[config.mk]
export PLATFORM = sky130hd
export DESIGN_NAME = maximal_munch_tokenizer_core
export DESIGN_NICKNAME = d
export VERILOG_FILES = /design/src/hdl/mmt_pkg.sv /design/src/hdl/maximal_munch_tokenizer_core.sv /design/src/hdl/mmt_front.sv /design/src/hdl/mmt_queue.sv /design/src/hdl/mmt_back.sv
export SDC_FILE = /design/constraint.sdc
export NUM_CORES = 1
export LEC_CHECK = 0
export ABC_CLOCK_PERIOD_IN_PS = 8440
export BUFFER_PORTS_ARGS = -buffer_cell sky130_fd_sc_hd__clkbuf_2
export CAP_MARGIN = 20
export CELL_PAD_IN_SITES_DETAIL_PLACEMENT = 0
export CELL_PAD_IN_SITES_GLOBAL_PLACEMENT = 2
export CORE_MARGIN = 2
export CORE_UTILIZATION = 50
export DETAILED_ROUTE_END_ITERATION = 8
export PLACE_DENSITY_LB_ADDON = 0.1
export SLEW_MARGIN = 20
export SYNTH_ARGS = -nofsm -noshare
export SYNTH_HDL_FRONTEND = slang
export SYNTH_HIERARCHICAL = 1
export SYNTH_SLANG_ARGS = --single-unit
[constraint.sdc]
create_clock -name clk -period 8.44 [get_ports clk]
set_input_delay 0.422 -clock clk [delete_from_list [all_inputs] [get_ports clk]]
set_output_delay 0.422 -clock clk [all_outputs]
set_load 0.01 [all_outputs]
[src/hdl/mmt_pkg.sv]
// ----------------------------------------------------------------------------
// mmt_pkg
// Types, NFA constants and helper functions of the maximal munch tokenizer.
// ----------------------------------------------------------------------------
package mmt_pkg;

	localparam int CNT_W       = 16;
	localparam int KIND_W      = 4;
	localparam int NFA_STATES  = 51;
	localparam int CHAIN_LAST  = 45;
	localparam int NUM_KINDS   = 15;
	localparam int QUEUE_DEPTH = 4;

	localparam logic [CNT_W-1:0]  CNT_ONE = CNT_W'(1);
	localparam logic [CNT_W-1:0]  CNT_MAX = '1;
	localparam logic [KIND_W-1:0] KIND_LET = 4'd0;

	localparam logic [7:0] CH_NEWLINE = 8'h0A;
	localparam logic [7:0] CH_SPACE   = 8'h20;
	localparam logic [7:0] CH_UNDER   = 8'h5F;

	// NFA state numbers (1-based, bit s-1 of the set)
	localparam int ST_NUM_START   = 46;
	localparam int ST_NUM_ACCEPT  = 47;
	localparam int ST_OPID_START  = 48;
	localparam int ST_OPID_ACCEPT = 49;
	localparam int ST_ID_START    = 50;
	localparam int ST_ID_ACCEPT   = 51;

	// Character that moves keyword/punctuation chain state s to s+1 (index s-1)
	localparam logic [7:0] CHAIN_CHAR [CHAIN_LAST] = '{
		"l", "e", "t", 8'h00,
		"=", 8'h00,
		"o", "p", "e", "r", "a", "t", "o", "r", 8'h00,
		"r", "e", "t", "u", "r", "n", 8'h00,
		"(", 8'h00,
		")", 8'h00,
		";", 8'h00,
		"i", "f", 8'h00,
		"t", "h", "e", "n", 8'h00,
		"e", "l", "s", "e", 8'h00,
		"[", 8'h00,
		"]", 8'h00
	};

	localparam int KIND_START [NUM_KINDS] = '{
		1, 5, 7, 16, 23, 25, 27, 29, 32, 37, 42, 44, 46, 48, 50
	};
	localparam int KIND_ACCEPT [NUM_KINDS] = '{
		4, 6, 15, 22, 24, 26, 28, 31, 36, 41, 43, 45, 47, 49, 51
	};

	typedef logic [NFA_STATES-1:0] nfa_set_t;

	typedef struct packed {
		logic [7:0] byte_value;
		logic       end_of_input;
	} item_t;

	typedef struct packed {
		logic              is_error;
		logic [KIND_W-1:0] token_kind;
		logic [CNT_W-1:0]  start_line;
		logic [CNT_W-1:0]  start_column;
		logic [CNT_W-1:0]  token_length;
		logic              last_of_run;
	} result_t;

	// Results caused by one input item: an optional token, then an optional error
	typedef struct packed {
		logic              tok_v;
		logic              err_v;
		logic [KIND_W-1:0] kind;
		logic [CNT_W-1:0]  tok_line;
		logic [CNT_W-1:0]  tok_col;
		logic [CNT_W-1:0]  tok_len;
		logic [CNT_W-1:0]  err_line;
		logic [CNT_W-1:0]  err_col;
	} bundle_t;

	function automatic logic [CNT_W-1:0] sat_inc(input logic [CNT_W-1:0] v);
		return (v == CNT_MAX) ? v : v + CNT_ONE;
	endfunction

	function automatic nfa_set_t start_set();
		nfa_set_t s;
		s = '0;
		for (int k = 0; k < NUM_KINDS; k++) begin
			s[KIND_START[k]-1] = 1'b1;
		end
		return s;
	endfunction

	function automatic logic is_digit(input logic [7:0] c);
		return c inside {["0":"9"]};
	endfunction

	function automatic logic is_alpha(input logic [7:0] c);
		return c inside {["a":"z"], ["A":"Z"]};
	endfunction

	function automatic logic is_word(input logic [7:0] c);
		return is_alpha(c) || is_digit(c) || (c == CH_UNDER);
	endfunction

	function automatic logic is_space(input logic [7:0] c);
		return (c == CH_SPACE) || (c inside {[8'h09:8'h0D]});
	endfunction

	function automatic logic is_op(input logic [7:0] c);
		return c inside {[8'h21:8'h27], [8'h2A:8'h2F], 8'h3A, [8'h3C:8'h40],
			8'h5C, 8'h5E, 8'h60, [8'h7B:8'h7E]};
	endfunction

	function automatic nfa_set_t nfa_advance(input nfa_set_t set, input logic [7:0] c);
		nfa_set_t nx;
		nx = '0;
		for (int s = 0; s < CHAIN_LAST; s++) begin
			if (CHAIN_CHAR[s] != 8'h00 && set[s] && c == CHAIN_CHAR[s]) begin
				nx[s+1] = 1'b1;
			end
		end
		if ((set[ST_NUM_START-1] || set[ST_NUM_ACCEPT-1]) && is_digit(c)) begin
			nx[ST_NUM_ACCEPT-1] = 1'b1;
		end
		if ((set[ST_OPID_START-1] && is_op(c)) ||
			(set[ST_OPID_ACCEPT-1] && (is_op(c) || is_word(c)))) begin
			nx[ST_OPID_ACCEPT-1] = 1'b1;
		end
		if ((set[ST_ID_START-1] && (is_alpha(c) || c == CH_UNDER)) ||
			(set[ST_ID_ACCEPT-1] && is_word(c))) begin
			nx[ST_ID_ACCEPT-1] = 1'b1;
		end
		return nx;
	endfunction

	// Highest-priority accepting kind; found is low when none accepts
	function automatic logic [KIND_W:0] nfa_kind(input nfa_set_t set);
		logic [KIND_W:0] r;
		r = '0;
		for (int k = NUM_KINDS - 1; k >= 0; k--) begin
			if (set[KIND_ACCEPT[k]-1]) begin
				r = {1'b1, KIND_W'(k)};
			end
		end
		return r;
	endfunction

endpackage

[src/hdl/maximal_munch_tokenizer_core.sv]
// ----------------------------------------------------------------------------
// maximal_munch_tokenizer_core
// Longest-match tokenizer: one byte in per cycle while the queue has room, token and error results out.
// ----------------------------------------------------------------------------
// Throughput: one byte per cycle while the queue is not full; the NFA step in the front sets that figure.
// A result passes through the queue and then the output register after the byte that ends its token.
// A token followed by an error leaves one bundle as two results, the token first.
// Reset: arst_n clears counters, NFA set, queue and output asynchronously.
module maximal_munch_tokenizer_core #(
	parameter int QUEUE_DEPTH = mmt_pkg::QUEUE_DEPTH
) (
	input  logic             clk,
	input  logic             arst_n,
	input  logic             item_valid,
	output logic             item_ready,
	input  mmt_pkg::item_t   item,
	output logic             result_valid,
	input  logic             result_ready,
	output mmt_pkg::result_t result
);

	logic             q_push, q_full, q_pop, q_empty;
	mmt_pkg::bundle_t q_in, q_head;

	mmt_front u_front (
		.clk        (clk),
		.arst_n     (arst_n),
		.item_valid (item_valid),
		.item_ready (item_ready),
		.item       (item),
		.q_full     (q_full),
		.q_push     (q_push),
		.q_data     (q_in)
	);

	mmt_queue #(
		.DEPTH (QUEUE_DEPTH)
	) u_queue (
		.clk       (clk),
		.arst_n    (arst_n),
		.push      (q_push),
		.push_data (q_in),
		.full      (q_full),
		.pop       (q_pop),
		.empty     (q_empty),
		.head      (q_head)
	);

	mmt_back u_back (
		.clk          (clk),
		.arst_n       (arst_n),
		.q_empty      (q_empty),
		.q_head       (q_head),
		.q_pop        (q_pop),
		.result_valid (result_valid),
		.result_ready (result_ready),
		.result       (result)
	);

endmodule

[src/hdl/mmt_front.sv]
// ----------------------------------------------------------------------------
// mmt_front
// Accepts bytes, steps the NFA bit set and counters, and queues the results
// that each byte causes as one bundle.
// ----------------------------------------------------------------------------
module mmt_front (
	input  logic            clk,
	input  logic            arst_n,
	input  logic            item_valid,
	output logic            item_ready,
	input  mmt_pkg::item_t  item,
	input  logic            q_full,
	output logic            q_push,
	output mmt_pkg::bundle_t q_data
);

	mmt_pkg::nfa_set_t                active_q, active_d;
	logic [mmt_pkg::KIND_W-1:0]       kind_q, kind_d;
	logic                             pend_q, pend_d;
	logic [mmt_pkg::CNT_W-1:0]        tline_q, tline_d;
	logic [mmt_pkg::CNT_W-1:0]        tcol_q, tcol_d;
	logic [mmt_pkg::CNT_W-1:0]        tlen_q, tlen_d;
	logic [mmt_pkg::CNT_W-1:0]        line_q, line_d;
	logic [mmt_pkg::CNT_W-1:0]        col_q, col_d;
	logic                             halt_q, halt_d;

	mmt_pkg::nfa_set_t                adv, adv0;
	logic [mmt_pkg::KIND_W:0]         kadv, kadv0;
	logic                             take;
	logic [7:0]                       c;

	assign item_ready = !q_full;
	assign take       = item_valid && item_ready;
	assign c          = item.byte_value;
	assign adv        = mmt_pkg::nfa_advance(active_q, c);
	assign adv0       = mmt_pkg::nfa_advance(mmt_pkg::start_set(), c);
	assign kadv       = mmt_pkg::nfa_kind(adv);
	assign kadv0      = mmt_pkg::nfa_kind(adv0);

	always_comb begin
		active_d = active_q;
		kind_d   = kind_q;
		pend_d   = pend_q;
		tline_d  = tline_q;
		tcol_d   = tcol_q;
		tlen_d   = tlen_q;
		line_d   = line_q;
		col_d    = col_q;
		halt_d   = halt_q;
		q_data   = '0;
		q_data.kind     = kind_q;
		q_data.tok_line = tline_q;
		q_data.tok_col  = tcol_q;
		q_data.tok_len  = tlen_q;
		q_data.err_line = line_q;
		q_data.err_col  = col_q;
		if (take && !halt_q) begin
			if (item.end_of_input) begin
				q_data.tok_v = pend_q;
				active_d = mmt_pkg::start_set();
				kind_d   = mmt_pkg::KIND_LET;
				pend_d   = 1'b0;
				tline_d  = mmt_pkg::CNT_ONE;
				tcol_d   = mmt_pkg::CNT_ONE;
				tlen_d   = '0;
				line_d   = mmt_pkg::CNT_ONE;
				col_d    = mmt_pkg::CNT_ONE;
			end else if (pend_q && adv != '0) begin
				active_d = adv;
				if (kadv[mmt_pkg::KIND_W]) begin
					kind_d = kadv[mmt_pkg::KIND_W-1:0];
				end
				tlen_d = mmt_pkg::sat_inc(tlen_q);
				col_d  = mmt_pkg::sat_inc(col_q);
			end else begin
				q_data.tok_v = pend_q;
				active_d = mmt_pkg::start_set();
				pend_d   = 1'b0;
				tlen_d   = '0;
				if (mmt_pkg::is_space(c)) begin
					if (c == mmt_pkg::CH_NEWLINE) begin
						line_d = mmt_pkg::sat_inc(line_q);
						col_d  = mmt_pkg::CNT_ONE;
					end else begin
						col_d = mmt_pkg::sat_inc(col_q);
					end
				end else if (adv0 == '0) begin
					q_data.err_v = 1'b1;
					halt_d       = 1'b1;
				end else begin
					active_d = adv0;
					kind_d   = kadv0[mmt_pkg::KIND_W] ? kadv0[mmt_pkg::KIND_W-1:0]
						: mmt_pkg::KIND_LET;
					pend_d   = 1'b1;
					tline_d  = line_q;
					tcol_d   = col_q;
					tlen_d   = mmt_pkg::CNT_ONE;
					col_d    = mmt_pkg::sat_inc(col_q);
				end
			end
		end
	end

	assign q_push = q_data.tok_v || q_data.err_v;

	always_ff @(posedge clk or negedge arst_n) begin
		if (!arst_n) begin
			active_q <= mmt_pkg::start_set();
			kind_q   <= mmt_pkg::KIND_LET;
			pend_q   <= 1'b0;
			tline_q  <= mmt_pkg::CNT_ONE;
			tcol_q   <= mmt_pkg::CNT_ONE;
			tlen_q   <= '0;
			line_q   <= mmt_pkg::CNT_ONE;
			col_q    <= mmt_pkg::CNT_ONE;
			halt_q   <= 1'b0;
		end else begin
			active_q <= active_d;
			kind_q   <= kind_d;
			pend_q   <= pend_d;
			tline_q  <= tline_d;
			tcol_q   <= tcol_d;
			tlen_q   <= tlen_d;
			line_q   <= line_d;
			col_q    <= col_d;
			halt_q   <= halt_d;
		end
	end

endmodule

[src/hdl/mmt_queue.sv]
// ----------------------------------------------------------------------------
// mmt_queue
// Short register queue of result bundles between the front and back parts.
// ----------------------------------------------------------------------------
module mmt_queue #(
	parameter int DEPTH = mmt_pkg::QUEUE_DEPTH
) (
	input  logic             clk,
	input  logic             arst_n,
	input  logic             push,
	input  mmt_pkg::bundle_t push_data,
	output logic             full,
	input  logic             pop,
	output logic             empty,
	output mmt_pkg::bundle_t head
);

	localparam int PTR_W = (DEPTH > 1) ? $clog2(DEPTH) : 1;
	localparam int CNT_W = $clog2(DEPTH + 1);

	mmt_pkg::bundle_t   mem_q [DEPTH];
	logic [PTR_W-1:0]   wr_q, rd_q;
	logic [CNT_W-1:0]   cnt_q;
	logic               do_push, do_pop;

	assign full    = (cnt_q == CNT_W'(DEPTH));
	assign empty   = (cnt_q == '0);
	assign do_push = push && !full;
	assign do_pop  = pop && !empty;
	assign head    = mem_q[rd_q];

	function automatic logic [PTR_W-1:0] wrap_inc(input logic [PTR_W-1:0] p);
		return (p == PTR_W'(DEPTH - 1)) ? '0 : p + PTR_W'(1);
	endfunction

	always_ff @(posedge clk) begin
		if (do_push) begin
			mem_q[wr_q] <= push_data;
		end
	end

	always_ff @(posedge clk or negedge arst_n) begin
		if (!arst_n) begin
			wr_q  <= '0;
			rd_q  <= '0;
			cnt_q <= '0;
		end else begin
			if (do_push) begin
				wr_q <= wrap_inc(wr_q);
			end
			if (do_pop) begin
				rd_q <= wrap_inc(rd_q);
			end
			if (do_push && !do_pop) begin
				cnt_q <= cnt_q + CNT_W'(1);
			end else if (do_pop && !do_push) begin
				cnt_q <= cnt_q - CNT_W'(1);
			end
		end
	end

endmodule

[src/hdl/mmt_back.sv]
// ----------------------------------------------------------------------------
// mmt_back
// Splits each queued bundle into its token and error results and drives the
// registered result channel.
// ----------------------------------------------------------------------------
module mmt_back (
	input  logic              clk,
	input  logic              arst_n,
	input  logic              q_empty,
	input  mmt_pkg::bundle_t  q_head,
	output logic              q_pop,
	output logic              result_valid,
	input  logic              result_ready,
	output mmt_pkg::result_t  result
);

	logic             valid_q;
	mmt_pkg::result_t res_q, res_d;
	logic             phase_q, phase_d;
	logic             load;

	assign load = !q_empty && (!valid_q || result_ready);

	always_comb begin
		res_d   = '0;
		phase_d = phase_q;
		q_pop   = 1'b0;
		if (q_head.tok_v && !phase_q) begin
			res_d.token_kind   = q_head.kind;
			res_d.start_line   = q_head.tok_line;
			res_d.start_column = q_head.tok_col;
			res_d.token_length = q_head.tok_len;
			res_d.last_of_run  = !q_head.err_v;
			if (load) begin
				phase_d = q_head.err_v;
				q_pop   = !q_head.err_v;
			end
		end else begin
			res_d.is_error     = 1'b1;
			res_d.token_kind   = mmt_pkg::KIND_LET;
			res_d.start_line   = q_head.err_line;
			res_d.start_column = q_head.err_col;
			res_d.last_of_run  = 1'b1;
			if (load) begin
				phase_d = 1'b0;
				q_pop   = 1'b1;
			end
		end
	end

	always_ff @(posedge clk) begin
		if (load) begin
			res_q <= res_d;
		end
	end

	always_ff @(posedge clk or negedge arst_n) begin
		if (!arst_n) begin
			valid_q <= 1'b0;
			phase_q <= 1'b0;
		end else begin
			phase_q <= phase_d;
			if (load) begin
				valid_q <= 1'b1;
			end else if (result_ready) begin
				valid_q <= 1'b0;
			end
		end
	end

	assign result_valid = valid_q;
	assign result       = res_q;

endmodule

# Word-level counts from Yosys, hierarchy flattened
# Memory sizes are Yosys's and may differ from the RTL's.
# Cells that the tools add are included.
# word_totals
inputBits	13
latch_bits	0
mem_bits_ro	0
regBits	200
n_memories	1
ramBits	344
elab_cells	312
# classes
eq_ne	41
magnitude_cmp	16
shifts	0
bitwise_logic	3
mul	0
n_reduce_logical	89
muxes	135
add_sub_neg	7
div_mod_pow	0
# mem_list
name	depth	word_bits	read_ports	rd_clocked_by_memory_dff	write_ports	line	text
u_queue.mem_q	4	86	1	0	1	mmt_queue.sv:21	mmt_pkg::bundle_t mem_q [DEPTH];
# ops
op	n
2-to-1 mux 16 bit	23
2-to-1 mux 51 bit	4
equality test 8 x 7 -> 1 bit (second input constant)	19
2-to-1 mux 5 bit	24
2-to-1 mux 1 bit	71
logical AND 1 bit	55
zero test 51 bit	1
nonzero test 51 bit	1
adder 16 x 1 -> 16 bit (second input constant)	3
equality test 16 bit (second input constant)	3
equality test 8 x 6 -> 1 bit (second input constant)	6
>= comparator 8 x 6 -> 1 bit (second input constant)	4
<= comparator 8 x 7 -> 1 bit (second input constant)	4
2-to-1 mux 32 bit	1
>= comparator 8 x 7 -> 1 bit (second input constant)	3
<= comparator 8 x 6 -> 1 bit (second input constant)	3
2-to-1 mux 4 bit	6
logical OR 1 bit	10
AND reduction 5 bit	2
nonzero test 2 bit	5
inequality test 3 x 2 -> 1 bit (second input constant)	3
equality test 8 x 4 -> 1 bit (second input constant)	1
>= comparator 8 x 4 -> 1 bit (second input constant)	1
<= comparator 8 x 4 -> 1 bit (second input constant)	1
other kinds (16)	37

# Longest topological paths before layout
# Gate-level depths: netlist of the first run.
# logic_depth
ltp_word	26
depth_mapped	18
mapped_depth_nobuf	15

# By module
# The synthesis of the first run kept the hierarchy.
# by_module_without_submodules
mod	area_each_um2	cells_each	instances	seq_area_each_um2
mmt_queue	12856.1	487	1	10505.1
mmt_front	6610.1	754	1	2783.9
mmt_back	2397.3	124	1	1671.6

# Worst setup path after synthesis of the first run
# OpenSTA, ideal clock, no wires.
# synth_path
kind	input port to flip-flop
startpoint	input item[4] (netlist bit)
endpoint	memory u_queue/mem_q[0][0] (netlist bit), enable pin
path_stages	12
slack_ns	3.255
arrival_ns	4.731
cell_sequence	clkbuf_1 > or4_4 > o221a_4 > nor3_4 > nand3_4 > a221oi_4 > a21oi_1 > nor3_1 > or2_2 > nor2b_1 > buf_2 > and2_1
# synth_rtl
element	line	text
start: declaration	maximal_munch_tokenizer_core.sv:16	input mmt_pkg::item_t item,
end: declaration	mmt_queue.sv:21	

==> impl_metrics.toml, run 1 <==
[power_and_ir_drop]
power_leakage_nw = 8.35
ir_drop_v = 0.000177
p_int_mw = 5.32
pwr-share-seq = 0.456
p_clk_frac = 0.316
combPwrFrac = 0.228
p_total_mw = 7.42
p_switching_mw = 2.10
switching_share = 0.283
pwr_density_cell_mw_per_mm2 = 302

[sta]
layout_min_cycle_time_ns = 4.93
worst_pin_slew_ns = 1.12
setup_slack_ns = 3.51
fin_setup_tns_ns = 0
fmax_mhz = 203
worst_slew_margin_rel = 0.253
finalSetupViolations = 0
rsz0062_at_grt = "no"
finalMaxSlewViolations = 0
hold_slack_ns = 0.0332
final-hold-violation-count = 0
finalCritPeriodShare = 0.584
fin_skew_ns = 0.0221

[setup_path]
cpLargestDelayFamily = "simple AND/OR/NAND/NOR gates"
max_stage_delay_ns = 0.97
cp_data_arrival_time_ns = 5.17
crit_type = "in2reg"
cp_slowest_cell = "and2_4"
crit_buf_inv = 4
crit_path_frequent_cell = "buf_4"
startpoint_type = "primary input"
cp_cell_sequence = "clkbuf_2, or4_4, o221a_4, or3_1, nor4_4, buf_4, nand4_1, inv_1, or2_2, nor2b_1, and2_4, buf_4"
endpoint_kind = "register"
worstPathRequired_ns = 8.69
crit_fanout = 60

[route]
vias = 12281
firstDrtPassIters = 5
drt-initial-drc-count = 912
viasPerCell = 5.94
drc = 0
finalWirelength_mm = 48.5
ant_nets = 0
wl_per_cell_um = 23.4

[synth]
syn-cell-area_mm2 = 0.0219
ys_top_cells_by_area = "edfxtp_1 55%, dfrtp_1 13%, mux4_2 8.9%, mux2_4 1.9%, nand2_1 1.6%"
synth_seq_cells = 518
synth.avg_cell_area_um2 = 16.0
ys.flop_type = "edfxtp_1"
synth_warnings = 6
synth_edf_count = 398
syn_inst = 1365
async_flop_share = 0.232
ys_seq_area_frac = 0.684
ys_types = 88
synth_fp_nets = 1388
synth_top_area_share = 0.547
yosys.area.top_type = "edfxtp_1"

[layout]
fillers = 3388
fin_area_mm2 = 0.0246
final_nets = 1461
drive_above_1_share = 0.223
n_antenna_cell = 0
layout_commonest_cell = "edfxtp_1"
final_cell_mix = "398 x edfxtp_1, 113 x dfrtp_1, 93 x nand2_1"
final_util = 0.570
syn2layout_area_growth_pct = 12.3
final_cells = 2069

[place]
place_ws_ns = 2.87
place_inst = 1964
place.gp.congestion = 0.856
dp_hpwl_mm = 27.8
placed_area_mm2 = 0.0227
portBuffers = 68

[outcome]
status = "completed"

[grt]
overflow = 0
grt_pass1_vias = 12393
antenna_found_initial = 0
grt_max_degree = 65
track_usage = 0.222
grt_pass1_wl_mm = 75.2

[cts]
cts_setup_buffers = 0
numCtsBuffers = 54
cts_hold_buf = 1
cts-root-buf = "clkbuf_16"
clock_path_buffers = 3
insertion_delay_ns = 0.61
h-tree-depth = 2
cts_tree = "built"
clkSinkCount = 518
cts-resized-gates = 0
clkTransAtPathRegs_ns = 0.06

[run]
drv_cap = 0

[floorplanning]
num_rows = 76
die_height_um = 213
ios = 69
die_width_um = 213
core_area_mm2 = 0.0431
start_util = 0.508
dieArea_mm2 = 0.0454

[hold_path]
hold_path.class = "in2reg"
-- layer usage --
layer  part of all wire  global-route usage
met5                  0                   0
met4              0.022              0.0610
met3              0.044              0.0357
met2               0.46               0.344
met1               0.47               0.329
-- sequential cells by signal (all words and copies together) (netlist names), 3 cells and up --
| name | flops |
|---|---|
| u_queue/mem_q | 344 |
| u_queue/cnt_q | 3 |
| u_front/col_q | 16 |
| u_front/tcol_q | 16 |
| u_front/kind_q | 4 |
| u_back/result | 54 |
| u_front/tline_q | 16 |
| u_front/tlen_q | 16 |
| u_front/line_q | 16 |
| u_front/active_q | 25 |
-- final timing paths --
| kind | startpoint | cells after the start | slack (ns) | endpoint |
|---|---|---|---|---|
| worst min register to register | u_front/halt_q | 1 | 0.48 | u_front/halt_q |
| worst max-delay path | item[1] | 12 | 3.51 | u_queue/mem_q[2][45] |
| worst max register to register | u_front/active_q[18] | 11 | 3.69 | u_queue/mem_q[2][45] |
| max in group asynchronous | arst_n | 3 | 6.73 | u_queue/rd_q[0] |
| min in group asynchronous | arst_n | 2 | 0.39 | u_front/line_q[8] |
| worst min-delay path | result_ready | 2 | 0.03 | u_back/result_valid |
-- logic make-up (layout without fill, tap and decap cells) --
kind of cell / count (synthesis) / after routing / synth area share
AO/OA/AOI/OAI: 215 / 215 / 0.0710
buffers and inverters: 109 / 228 / 0.0262
flip-flops: 518 / 518 / 0.684
AND/OR/NAND/NOR: 359 / 359 / 0.0873
XOR/XNOR: 27 / 27 / 0.0108
adder cells (fa/ha/maj): 10 / 10 / 0.00607
multiplexers: 127 / 127 / 0.114
-- area by class of cell --
type / instances / area [um2] / area share
repair buffers: 95 / 592 / 0.0241
flip-flops and latches: 518 / 15000 / 0.610
clock inverters: 25 / 270 / 0.0110
clock buffers: 77 / 1490 / 0.0606
well taps: 585 / 732 / 0.0298
multi-input cells: 738 / 6390 / 0.260
inverters: 31 / 116 / 0.00474
-- cell usage after synthesis, drive strengths merged, types with 8 or more instances --
cell type,instances
o211ai,46
clkbuf,40
nand3,48
a31oi,9
nor3,24
a21oi,32
o31ai,10
edfxtp,398
and3,14
mux2,38
nor4,10
nor2,53
nand4,26
a22o,8
xnor2,14
dfrtp,115
inv,30
mux4,86
nand2,96
buf,38
o21ai,46
nor2b,11
a32o,8
or3,9
and2,34
xor2,13
ha,9
-- power groups by stage --
stage	Combinational [mW]	Clock (mW)	Sequential, mW
floorplan	1.23	0	3.42
global placement	1.70	0	3.43
detailed placement	1.71	0	3.44
CTS	1.72	2.39	3.39
global route	1.84	2.50	3.42
finish	1.69	2.34	3.38
Note: power is estimated with default switching activity, not from simulation.
==> run 2: changes to the inputs <==
- ABC_AREA: unset -> 1
- ABC_CLOCK_PERIOD_IN_PS: 8440 -> 4500
- CORE_UTILIZATION: 50 -> 38
- clock period: 8.44 -> 4.5 ns (I/O delays scaled with it)
==> impl_metrics.toml, run 2 <==
[floorplanning]
num_rows = 90
start_util = 0.382
die_width_um = 250
dieArea_mm2 = 0.0623
ios = 69
die_height_um = 250
core_area_mm2 = 0.0600

[setup_path]
cp_data_arrival_time_ns = 3.92
crit_type = "reg2reg"
cp_cell_sequence = "o21ai_0, nand4_1, nor2_1, nor2_2, nor2_4, nand2_2, o21ai_0, nand2_1, nor2_4, buf_12"
worstPathRequired_ns = 4.73
startpoint_type = "register"
crit_fanout = 75
cpLargestDelayFamily = "simple AND/OR/NAND/NOR gates"
cp_slowest_cell = "o21ai_0"
max_stage_delay_ns = 0.51
endpoint_kind = "register"
crit_buf_inv = 1

[layout]
fillers = 5698
final_cell_mix = "667 x nand2_1, 398 x edfxtp_1, 281 x inv_1"
n_antenna_cell = 0
top_register = "u_queue/mem_q"
largest_reg_flops = 344
layout_commonest_cell = "nand2_1"
syn2layout_area_growth_pct = 13.1
final_cells = 3071
fin_area_mm2 = 0.0259
drive_above_1_share = 0.104
multiInputGateArea_mm2 = 0.00633
seq_area_mm2 = 0.0150
final_nets = 2265

[route]
drc = 0
finalWirelength_mm = 57.0
firstDrtPassIters = 5
drt-initial-drc-count = 906
wl_per_cell_um = 18.6
ant_nets = 0
viasPerCell = 4.96
vias = 15228

[sta]
worst_slew_margin_rel = 0.401
layout_min_cycle_time_ns = 3.69
fin_setup_tns_ns = 0
fmax_mhz = 271
finalCritPeriodShare = 0.819
finalMaxSlewViolations = 0
finalSetupViolations = 0
worst_pin_slew_ns = 0.898
fin_skew_ns = 0.0208
rsz0062_at_grt = "no"
final-hold-violation-count = 0

[synth]
synth_warnings = 6
synth_edf_count = 398
syn_inst = 2183
ys_types = 47
ys.flop_type = "edfxtp_1"
yosys-top-cells-count = "667 x nand2_1, 398 x edfxtp_1, 281 x inv_1"
syn-cell-area_mm2 = 0.0229
synth.avg_cell_area_um2 = 10.5
async_flop_share = 0.232
ys_top_cells_by_area = "edfxtp_1 52%, dfrtp_1 13%, nand2_1 11%, o211ai_1 5.7%, inv_1 4.6%"
synth_top_area_share = 0.522
ys_seq_area_frac = 0.653
yosys.area.top_type = "edfxtp_1"
synth_most_common_cell = "nand2_1"
synth_seq_cells = 518
synth_fp_nets = 2206

[cts]
clkSinkCount = 518
cts-root-buf = "clkbuf_16"
clkTransAtPathRegs_ns = 0.06
cts_setup_buffers = 0
numCtsBuffers = 56
clock_path_buffers = 3
h-tree-depth = 2
insertion_delay_ns = 0.61
cts_tree = "built"

[outcome]
status = "completed"

[power_and_ir_drop]
ir_drop_v = 0.000319
power_leakage_nw = 11.2
pwr_density_cell_mw_per_mm2 = 525

[place]
place_inst = 2964
dp_hpwl_mm = 33.6
placed_area_mm2 = 0.0240
portBuffers = 68
place.gp.congestion = 0.823

[grt]
grt_max_degree = 161
antenna_found_initial = 1
grt_pass1_wl_mm = 88.4
grt_pass1_vias = 14452
track_usage = 0.184
overflow = 0

[hold_path]
hold_path.class = "in2reg"

[run]
drv_cap = 0
run 2: per-stage QoR:
| step | power [mW] | utilization | setup WS [ns] | hold WS [ns] |
|---|---|---|---|---|
| 4_1_cts | 13.8 | 0.432 | 0.814 | 0.0935 |
| 2_1_floorplan | 8.05 | - | -0.248 | -0.0706 |
| 3_3_place_gp | 9.04 | 0.400 | 0.602 | 0.335 |
| 3_5_place_dp | 9.07 | 0.400 | 0.504 | 0.319 |
| 5_1_grt | 14.4 | 0.432 | 0.506 | 0.163 |
| 6_report | 13.6 | 0.432 | 0.814 | 0.135 |
run 2: cell type report:
cell class	count	share of cell area
multi-input cells	1276	0.244
flip-flops and latches	518	0.577
repair buffers	95	0.0249
well taps	782	0.0377
clock inverters	31	0.0143
clock buffers	74	0.0586
inverters	295	0.0429
run 2: cells by family (layout without fill, tap and decap cells):
logic type,count (synthesis),after routing,synth area share
AO/OA/AOI/OAI,278,278,0.0838
buffers and inverters,389,495,0.0727
adder cells (fa/ha/maj),10,10,0.00579
flip-flops,518,518,0.653
AND/OR/NAND/NOR,966,966,0.176
XOR/XNOR,22,22,0.00841
run 2: worst paths after layout:
check                                          start                   end  slack, ns  cells past startpoint
worst max-delay path            u_front/active_q[49]  u_queue/mem_q[2][60]       0.81                     10
worst min-delay path                         item[2]  u_front/active_q[11]       0.14                      4
worst max register to register  u_front/active_q[49]  u_queue/mem_q[2][60]       0.81                     10
worst min register to register        u_front/halt_q        u_front/halt_q       0.45                      2
max in group asynchronous                     arst_n     u_front/tcol_q[0]       3.26                      3
min in group asynchronous                     arst_n    u_front/tline_q[1]       0.24                      2
run 2: per-layer routing:
layer  GRT usage  part of all wire
met1       0.271              0.49
met2       0.291              0.45
met3      0.0254             0.040
met4      0.0398             0.017
met5           0                 0
run 2: power breakdown:
| group | internal (mW) | switching (mW) |
|---|---|---|
| sequential | 5.56 | 0.272 |
| combinational | 0.933 | 2.12 |
| clock | 2.84 | 1.88 |
run 2: worst min-delay path, delay by kind of cell:
family / cells / cell delay [ns]
buffers and inverters: 1 / 0.14
AND/OR/NAND/NOR: 2 / 0.23
AO/OA/AOI/OAI: 1 / 0.09
run 2: repair_timing:
action,in CTS,in global routing
gates resized for setup,0,0
hold endpoints to repair,59,0
hold buffers,2,0
==> run 3: changes to the inputs <==
- ABC_CLOCK_PERIOD_IN_PS: 4500 -> 3600
- CORE_UTILIZATION: 38 -> 42
- clock period: 4.5 -> 3.6 ns (I/O delays scaled with it)
==> impl_metrics.toml, run 3 (synthesis gave the netlist of run 2 again) <==
[setup_path]
r2r_end = "u_queue/mem_q[3][11]"
r2r_start = "u_front/active_q[49]"
cp_data_arrival_time_ns = 3.60
crit_type = "reg2reg"
endpoint_kind = "register"
cp.depth = 10
worstPathRequired_ns = 3.85
ff2ff_path_depth = 10
crit_buf_inv = 1
cp_cell_sequence = "o21ai_0, nand4_1, nor2_1, nor2_2, nor2_4, nand2_2, o21ai_2, nand2_4, nor2_4, buf_12"
reg2reg_setup_slack_ns = 0.25
startpoint_type = "register"
max_stage_delay_ns = 0.54
cp_slowest_cell = "o21ai_0"
crit_fanout = 68
cpLargestDelayFamily = "simple AND/OR/NAND/NOR gates"
crit_path_frequent_cell = "nor2_4"

[grt]
overflow = 0
grt_pass1_wl_mm = 86.6
track_usage = 0.198
grt_max_degree = 157
antenna_found_initial = 1
grt_pass1_vias = 14734

[floorplanning]
ios = 69
num_rows = 85
dieArea_mm2 = 0.0564
die_height_um = 238
start_util = 0.425
core_area_mm2 = 0.0539
die_width_um = 238

[power_and_ir_drop]
combPwrFrac = 0.231
p_clk_frac = 0.350
p_switching_mw = 5.31
p_int_mw = 11.7
pwr_density_cell_mw_per_mm2 = 656
ir_drop_v = 0.000505
power_leakage_nw = 11.2
pwr-share-seq = 0.419
p_total_mw = 17.0
switching_share = 0.312

[cts]
clkSinkCount = 518
numCtsBuffers = 56
clock_path_buffers = 3
clkTransAtPathRegs_ns = 0.06
h-tree-depth = 2
cts-root-buf = "clkbuf_16"
cts_tree = "built"
insertion_delay_ns = 0.62

[route]
vias = 15058
finalWirelength_mm = 54.8
drt-initial-drc-count = 994
firstDrtPassIters = 6
wl_per_cell_um = 18.3
viasPerCell = 5.02
ant_nets = 0
drc = 0

[sta]
worst_slew_margin_rel = 0.450
fmax_mhz = 298
finalCritPeriodShare = 0.932
setup_slack_ns = 0.246
layout_min_cycle_time_ns = 3.35
rsz0062_at_grt = "no"
final-hold-violation-count = 0
worst_pin_slew_ns = 0.826
finalMaxSlewViolations = 0
finalSetupViolations = 0
fin_skew_ns = 0.0210
fin_setup_tns_ns = 0

[layout]
largest_reg_flops = 344
fillers = 4965
final_nets = 2277
drive_above_1_share = 0.114
top_register = "u_queue/mem_q"
layout_commonest_cell = "nand2_1"
final_cell_mix = "666 x nand2_1, 398 x edfxtp_1, 281 x inv_1"
syn2layout_area_growth_pct = 13.4
n_antenna_cell = 0

[hold_path]
hp-start = "item[1]"
hold_path.class = "in2reg"
hold_path_end = "u_front/active_q[11]"
min_path_cells = 5

[run]
drv_cap = 0

[outcome]
status = "completed"

[place]
dp_hpwl_mm = 32.5
place_ws_ns = 0.115
portBuffers = 68
place.gp.congestion = 0.857
## run 3: cell count changes in the layout (fill, tap and decap cells not counted), sizes merged
cell      delta
inv          -1
clkinvlp     +5
clkinv       +2
clkbuf       -7
bufinv       +1
buf         +12
## run 3: metal layers
metal,up-vias,share of wire,global-route usage
met4,0,0.017,0.0473
li1,7483,-,-
met5,-,0,0
met3,65,0.036,0.0247
met2,244,0.47,0.324
met1,7266,0.48,0.282
## run 3: worst max path at each step
stage                         startpoint                   end  slack, ns
floorplan               u_queue/cnt_q[0]   u_queue/mem_q[0][0]       0.01
global placement                 item[5]   u_queue/mem_q[3][2]       0.14
detailed placement               item[3]   u_queue/mem_q[3][2]       0.12
CTS                 u_front/active_q[49]  u_queue/mem_q[3][11]       0.24
global route        u_front/active_q[49]  u_queue/mem_q[3][69]       0.08
finish              u_front/active_q[49]  u_queue/mem_q[3][11]       0.25
## run 3: worst min-delay path, stage by stage
cell and delay [ns]:
clkbuf_2 0.13, nand2_1 0.10, inv_1 0.04, nand4_1 0.11
o31ai_1 0.09
## run 3: area by class of cell
| cell class | count | area, um2 | share of cell area |
|---|---|---|---|
| Multi-Input combinational cell | 1276 | 6340 | 0.244 |
| Sequential cell | 518 | 15000 | 0.576 |
| Clock buffer | 67 | 1480 | 0.0571 |
| Timing Repair Buffer | 107 | 757 | 0.0291 |
| Tap cell | 696 | 871 | 0.0335 |
| Inverter | 295 | 1110 | 0.0428 |
| Clock inverter | 38 | 454 | 0.0175 |
## run 3: metrics by stage
step	hold WS, ns	util	std cells	instance area, um2
after floorplan	-0.116	-	2183	23000
after global placement	0.314	0.446	2890	24000
after detailed placement	0.330	0.446	2890	24000
after CTS	0.0468	0.482	2997	26000
after global routing	0.0997	0.482	2997	26000
final	0.0986	0.482	2997	26000
## run 3: repair_timing
action / 4_1_cts / 5_1_grt
buffers inserted: 0 / 0
hold endpoints to repair: 73 / 0
hold buffers: 2 / 0
endpoints found under the setup margin: 0 / 0
gates resized for setup: 0 / 0
## run 3: power by group through the flow
stage	combinational (mW)	clock, mW	sequential (mW)
2_1_floorplan	2.68	0	7.37
5_1_grt	4.47	6.37	7.19
4_1_cts	4.05	6.13	7.16
3_3_place_gp	4.03	0	7.26
3_5_place_dp	4.04	0	7.28
6_report	3.94	5.96	7.15
